--- src/rtl/core/lps_pkg.sv ---
// shared types, constants and register codes for the loop playback block
package lps_pkg;

    localparam int LEN_W       = 17;
    localparam int SPEED_W     = 16;
    localparam int XFADE_W     = 8;
    localparam int SAMPLE_W    = 16;
    localparam int CMD_W       = 2;
    localparam int CFG_IDX_W   = 3;
    localparam int CFG_DATA_W  = 17;

    localparam int DEF_MAX_LEN  = 65536;
    localparam int DEF_CHANNELS = 2;

    localparam logic [CMD_W-1:0] CMD_TICK  = 2'd0;
    localparam logic [CMD_W-1:0] CMD_WRITE = 2'd1;
    localparam logic [CMD_W-1:0] CMD_SEEK  = 2'd2;

    localparam logic [CFG_IDX_W-1:0] REG_LOOP_LENGTH   = 3'd0;
    localparam logic [CFG_IDX_W-1:0] REG_SPEED         = 3'd1;
    localparam logic [CFG_IDX_W-1:0] REG_REVERSE       = 3'd2;
    localparam logic [CFG_IDX_W-1:0] REG_PLAYING       = 3'd3;
    localparam logic [CFG_IDX_W-1:0] REG_CROSSFADE_LEN = 3'd4;

    localparam logic [LEN_W-1:0]   RST_LOOP_LENGTH = 17'd65536;
    localparam logic [SPEED_W-1:0] RST_SPEED       = 16'd4096;
    localparam logic [XFADE_W-1:0] RST_XFADE_LEN   = 8'd64;

    localparam logic [SPEED_W-1:0] SPEED_MAX = 16'd32768;
    localparam logic [XFADE_W-1:0] XFADE_MIN = 8'd16;
    localparam logic [XFADE_W-1:0] XFADE_MAX = 8'd128;

    typedef enum logic [4:0] {
        ST_CLEAR,
        ST_IDLE,
        ST_SEEK_GO,
        ST_SEEK_WAIT,
        ST_SEEK_SET,
        ST_RD_DST,
        ST_RD_SRC,
        ST_SRC_LAT,
        ST_T_WAIT,
        ST_MUL_L,
        ST_MUL_R,
        ST_MIX_R,
        ST_INC_GO,
        ST_INC_WAIT,
        ST_POS_GO,
        ST_POS_WAIT,
        ST_ADD,
        ST_FIX,
        ST_OUT
    } state_t;

    // request to the shared divider: (rem_init:dividend) / divisor
    typedef struct packed {
        logic             start;
        logic [LEN_W-1:0] rem_init;
        logic [LEN_W-1:0] dividend;
        logic [LEN_W-1:0] divisor;
    } div_req_t;

    typedef struct packed {
        logic             done;
        logic [LEN_W-1:0] quot;
        logic [LEN_W-1:0] rem;
    } div_rsp_t;

endpackage

--- src/rtl/core/lps_div.sv ---
// shared restoring divider, one quotient bit per cycle
module lps_div (
    input  logic              clk,
    input  logic              rst_n,
    input  lps_pkg::div_req_t req,
    output lps_pkg::div_rsp_t rsp
);

    localparam int W  = lps_pkg::LEN_W;
    localparam int CW = $clog2(W);

    logic          busy_reg, busy_next;
    logic          done_reg, done_next;
    logic [CW-1:0] cnt_reg, cnt_next;
    logic [W-1:0]  r_reg, r_next;
    logic [W-1:0]  q_reg, q_next;
    logic [W-1:0]  d_reg, d_next;

    logic [W:0]    r2;
    logic [W:0]    r2_sub;
    logic          ge;

    assign r2     = {r_reg, q_reg[W-1]};
    assign r2_sub = r2 - {1'b0, d_reg};
    assign ge     = (r2 >= {1'b0, d_reg});

    always_comb
    begin
        busy_next = busy_reg;
        done_next = 1'b0;
        cnt_next  = cnt_reg;
        r_next    = r_reg;
        q_next    = q_reg;
        d_next    = d_reg;
        if (req.start)
        begin
            busy_next = 1'b1;
            cnt_next  = '0;
            r_next    = req.rem_init;
            q_next    = req.dividend;
            d_next    = req.divisor;
        end
        else if (busy_reg)
        begin
            r_next = ge ? r2_sub[W-1:0] : r2[W-1:0];
            q_next = {q_reg[W-2:0], ge};
            if (cnt_reg == CW'(W - 1))
            begin
                busy_next = 1'b0;
                done_next = 1'b1;
            end
            else
            begin
                cnt_next = cnt_reg + 1'b1;
            end
        end
    end

    always_ff @(posedge clk or negedge rst_n)
    begin
        if (!rst_n)
        begin
            busy_reg <= 1'b0;
            done_reg <= 1'b0;
            cnt_reg  <= '0;
        end
        else
        begin
            busy_reg <= busy_next;
            done_reg <= done_next;
            cnt_reg  <= cnt_next;
        end
    end

    always_ff @(posedge clk)
    begin
        r_reg <= r_next;
        q_reg <= q_next;
        d_reg <= d_next;
    end

    assign rsp.done = done_reg;
    assign rsp.quot = q_reg;
    assign rsp.rem  = r_reg;

endmodule

--- config.mk ---
export PLATFORM = sky130hd
export DESIGN_NAME = lps_div
export DESIGN_NICKNAME = d
export VERILOG_FILES = /design/src/rtl/core/lps_pkg.sv /design/src/rtl/core/lps_div.sv
export SDC_FILE = /design/constraint.sdc
export NUM_CORES = 1
export LEC_CHECK = 0
export BUFFER_PORTS_ARGS = -buffer_cell sky130_fd_sc_hd__buf_2
export CAP_MARGIN = 10
export CORE_MARGIN = 8
export CORE_UTILIZATION = 57
export CTS_CLUSTER_SIZE = 25
export DETAILED_ROUTE_END_ITERATION = 8
export HOLD_SLACK_MARGIN = 0.05
export PLACE_DENSITY = 0.85
export REMOVE_ABC_BUFFERS = 1
export SYNTH_ARGS = -nofsm -noshare
export SYNTH_HDL_FRONTEND = slang
export SYNTH_SLANG_ARGS = --single-unit
--- constraint.sdc ---
create_clock -name clk -period 7.6 [get_ports clk]
set_clock_uncertainty 0.05 [all_clocks]
set_input_delay 0.38 -clock clk [delete_from_list [all_inputs] [get_ports clk]]
set_output_delay 0.38 -clock clk [all_outputs]
set_load 0.01 [all_outputs]
==> run summary <==
Setup TNS Final: 0 ns
synth top area cells: edfxtp_1 45%, ha_1 6.9%, mux2_2 5.6%
met3 WL: 610 um
outcome: completed
Placed Cells: 451
RR Startpoint: q_reg[16]$_DFFE_PP_
most common flop cell mapped by yosys: edfxtp_1
global-route wire length before repair: 13,010 um
Crit path top cell by count: inv_1
Final min period: 3.510 ns
Root Buffer: clkbuf_8
critical path depth: 11
vias in the first global route: 2,818
placed instance area: 3918 um2
met1 wire length: 3223 um
Max Used Layer: met4
Worst-Skew Late Latency: 0.34 ns
Wirelength per Cell: 16.78 um
average cell area after synthesis: 11.44 um2
routability congestion estimate: 0.8518
Final Non-Filler Cells: 468
CTS clk-pin slew, worst paths: 0.07 ns
Yosys Warn Count: 0
Die Y: 93.60 um
DIE WIDTH: 93.60 um
R2R cell count: 11
Post-synth EDFFs: 51
area share of the largest cell type after synthesis: 44.62%
initial antenna violation count: 0
Area Overhead vs Synth: 20.82%
Bufs on Longest Clock Path: 2
Tot GR Track Use: 18.78%
ys async rst share: 12.07%
total power: 1.477 mW
P per Cell Area: 356.1 nW/um2
Max-slew headroom: 41.52%
post-cts sizing count: 0
Starting Density: 58.31%
Cell Area, Synth: 3432 um2
Slowest-stage cell, CP: o31a_1
reg-to-reg slack, setup: 4.09 ns
crit path kind: reg2reg
Setup crit end: r_reg[10]$_DFFE_PP_
Crit path max-delay family: compound AO/OA/AOI/OAI gates
Final Hold Viols: 0
crit share post-route: 46.18%
synthesized flop and latch total: 58
worst min path class: in2reg
Layout Nets: 462
worst endpoint data arrival time: 3.56 ns
Sink Count: 58
worst slew pin tran: 0.8771 ns
hpwl dp: 5442 um
largest net degree at the start of global routing: 88
Peak Freq: 284.9 MHz
htree depth: 3
Worst Setup End Kind: flip-flop
boundary pin count: 89
sequential area share after synthesis: 49.73%
PortBufs: 88
Critical R2R Capture: r_reg[10]$_DFFE_PP_
CP bufs+invs: 3
Max IR drop VDD: 0.2085 mV
Num CTS Buffers: 9
Slew Limit Fails: 0
final instance area: 4146 um2
vias per std cell: 5.694
count of final setup violators: 0
crit-path max cell delay: 0.64 ns
leakage: 1.806 nW
max-cap violations: 0
post-route ant nets: 0
RSZ-0062 raised after global routing: false
vias: 2,665
row count: 28
post-synthesis cell count: 300
Worst Path Max Fanout: 16
DR pass1 iterations: 4
n_diodes: 0
Die ar.: 8760 um2
layout cell share with drive strength beyond 1: 32.82%
synth unique cells: 54
TritonCTS clock tree: done
Iter 0 DRT Violations: 163
Cell Chain, Critical Path: inv_1 > ha_1 > inv_1 > fa_1 > a21oi_1 > a211oi_2 > nor4b_1 > o31a_1 > buf_4 > nor3_1 > a221o_1
Worst Setup Start Kind: flip-flop
core box area: 5886 um2
worst endpoint required time: 7.65 ns
final WL: 7855 um
Synth area leader: edfxtp_1
met2 WL post-DR: 3807 um
crit path from: q_reg[16]$_DFFE_PP_
most frequent cells in the layout: 88 x buf_2, 51 x edfxtp_1, 24 x inv_1, 19 x ha_1, 18 x a21oi_1
gr ovfl total: 0
commonest non-fill, non-tap cell in the layout: buf_2
final core occ: 70.45%
Remaining DRCs: 0
## stage by stage
| step | hold slack, ns | worst slack (ns) |
|---|---|---|
| 2_1_floorplan | 0.03441 | 4.403 |
| 6_report | 0.1565 | 4.090 |
| 5_1_grt | 0.1379 | 3.799 |
| 4_1_cts | 0.1388 | 4.109 |
| 3_5_place_dp | 0.1716 | 4.144 |
| 3_3_place_gp | 0.1666 | 4.270 |
## logic make-up after synthesis
group	Yosys count	share of synthesized area, %
AO/OA/AOI/OAI	79	16.37
buffers and inverters	38	4.484
AND/OR/NAND/NOR	68	11.05
multiplexers	22	7.036
flip-flops	58	49.73
XOR/XNOR	15	3.828
adder cells (fa/ha/maj)	20	7.510
## cell usage after synthesis, drive strengths merged (7+ instances only)
| master | number |
|---|---|
| a21oi | 18 |
| clkbuf | 9 |
| dfrtp | 7 |
| edfxtp | 51 |
| ha | 19 |
| inv | 24 |
| mux2 | 17 |
| nand2 | 17 |
| nor2 | 9 |
| nor2b | 9 |
| o21ai | 14 |
| xor2 | 9 |
## repair_timing
item,in CTS,in global routing
endpoints found under the hold margin,7,0
setup buffers,0,0
hold buffers,1,0
## report_power, final
part           total [mW]  switching (mW)  leakage, nW  internal (mW)
Sequential          0.480          0.0470        0.621          0.433
Combinational       0.677           0.386         1.08          0.291
Clock               0.320           0.127        0.109          0.192
Total                1.48           0.560         1.81          0.917
## worst min-delay path by stage
stage | from | cells after the start | slack [ns] | endpoint
after floorplan | rst_n | 0 | 0.03 | busy_reg$_DFF_PN0_
after global placement | rst_n | 1 | 0.17 | done_reg$_DFF_PN0_
after detailed placement | rst_n | 1 | 0.17 | busy_reg$_DFF_PN0_
after CTS | req[5] | 1 | 0.14 | d_reg[5]$_DFFE_PP_
after global routing | req[5] | 1 | 0.14 | d_reg[5]$_DFFE_PP_
final | req[11] | 1 | 0.16 | d_reg[11]$_DFFE_PP_
## per-layer routing
| layer | up-vias | global-route usage [%] |
|---|---|---|
| met5 | - | 0 |
| met4 | 0 | 10.83 |
| met3 | 20 | 6.731 |
| met2 | 99 | 30.26 |
| met1 | 1242 | 21.09 |
| li1 | 1304 | - |
## layout make-up
type | instances | area (um2)
clock buffers | 11 | 141.4
repair buffers | 91 | 465.4
clock inverters | 5 | 77.57
well taps | 75 | 93.84
flip-flops and latches | 58 | 1707
fillers | 426 | 1739
inverters | 24 | 90.09
multi-input cells | 204 | 1572
Note: power is estimated with default switching activity, not from simulation.
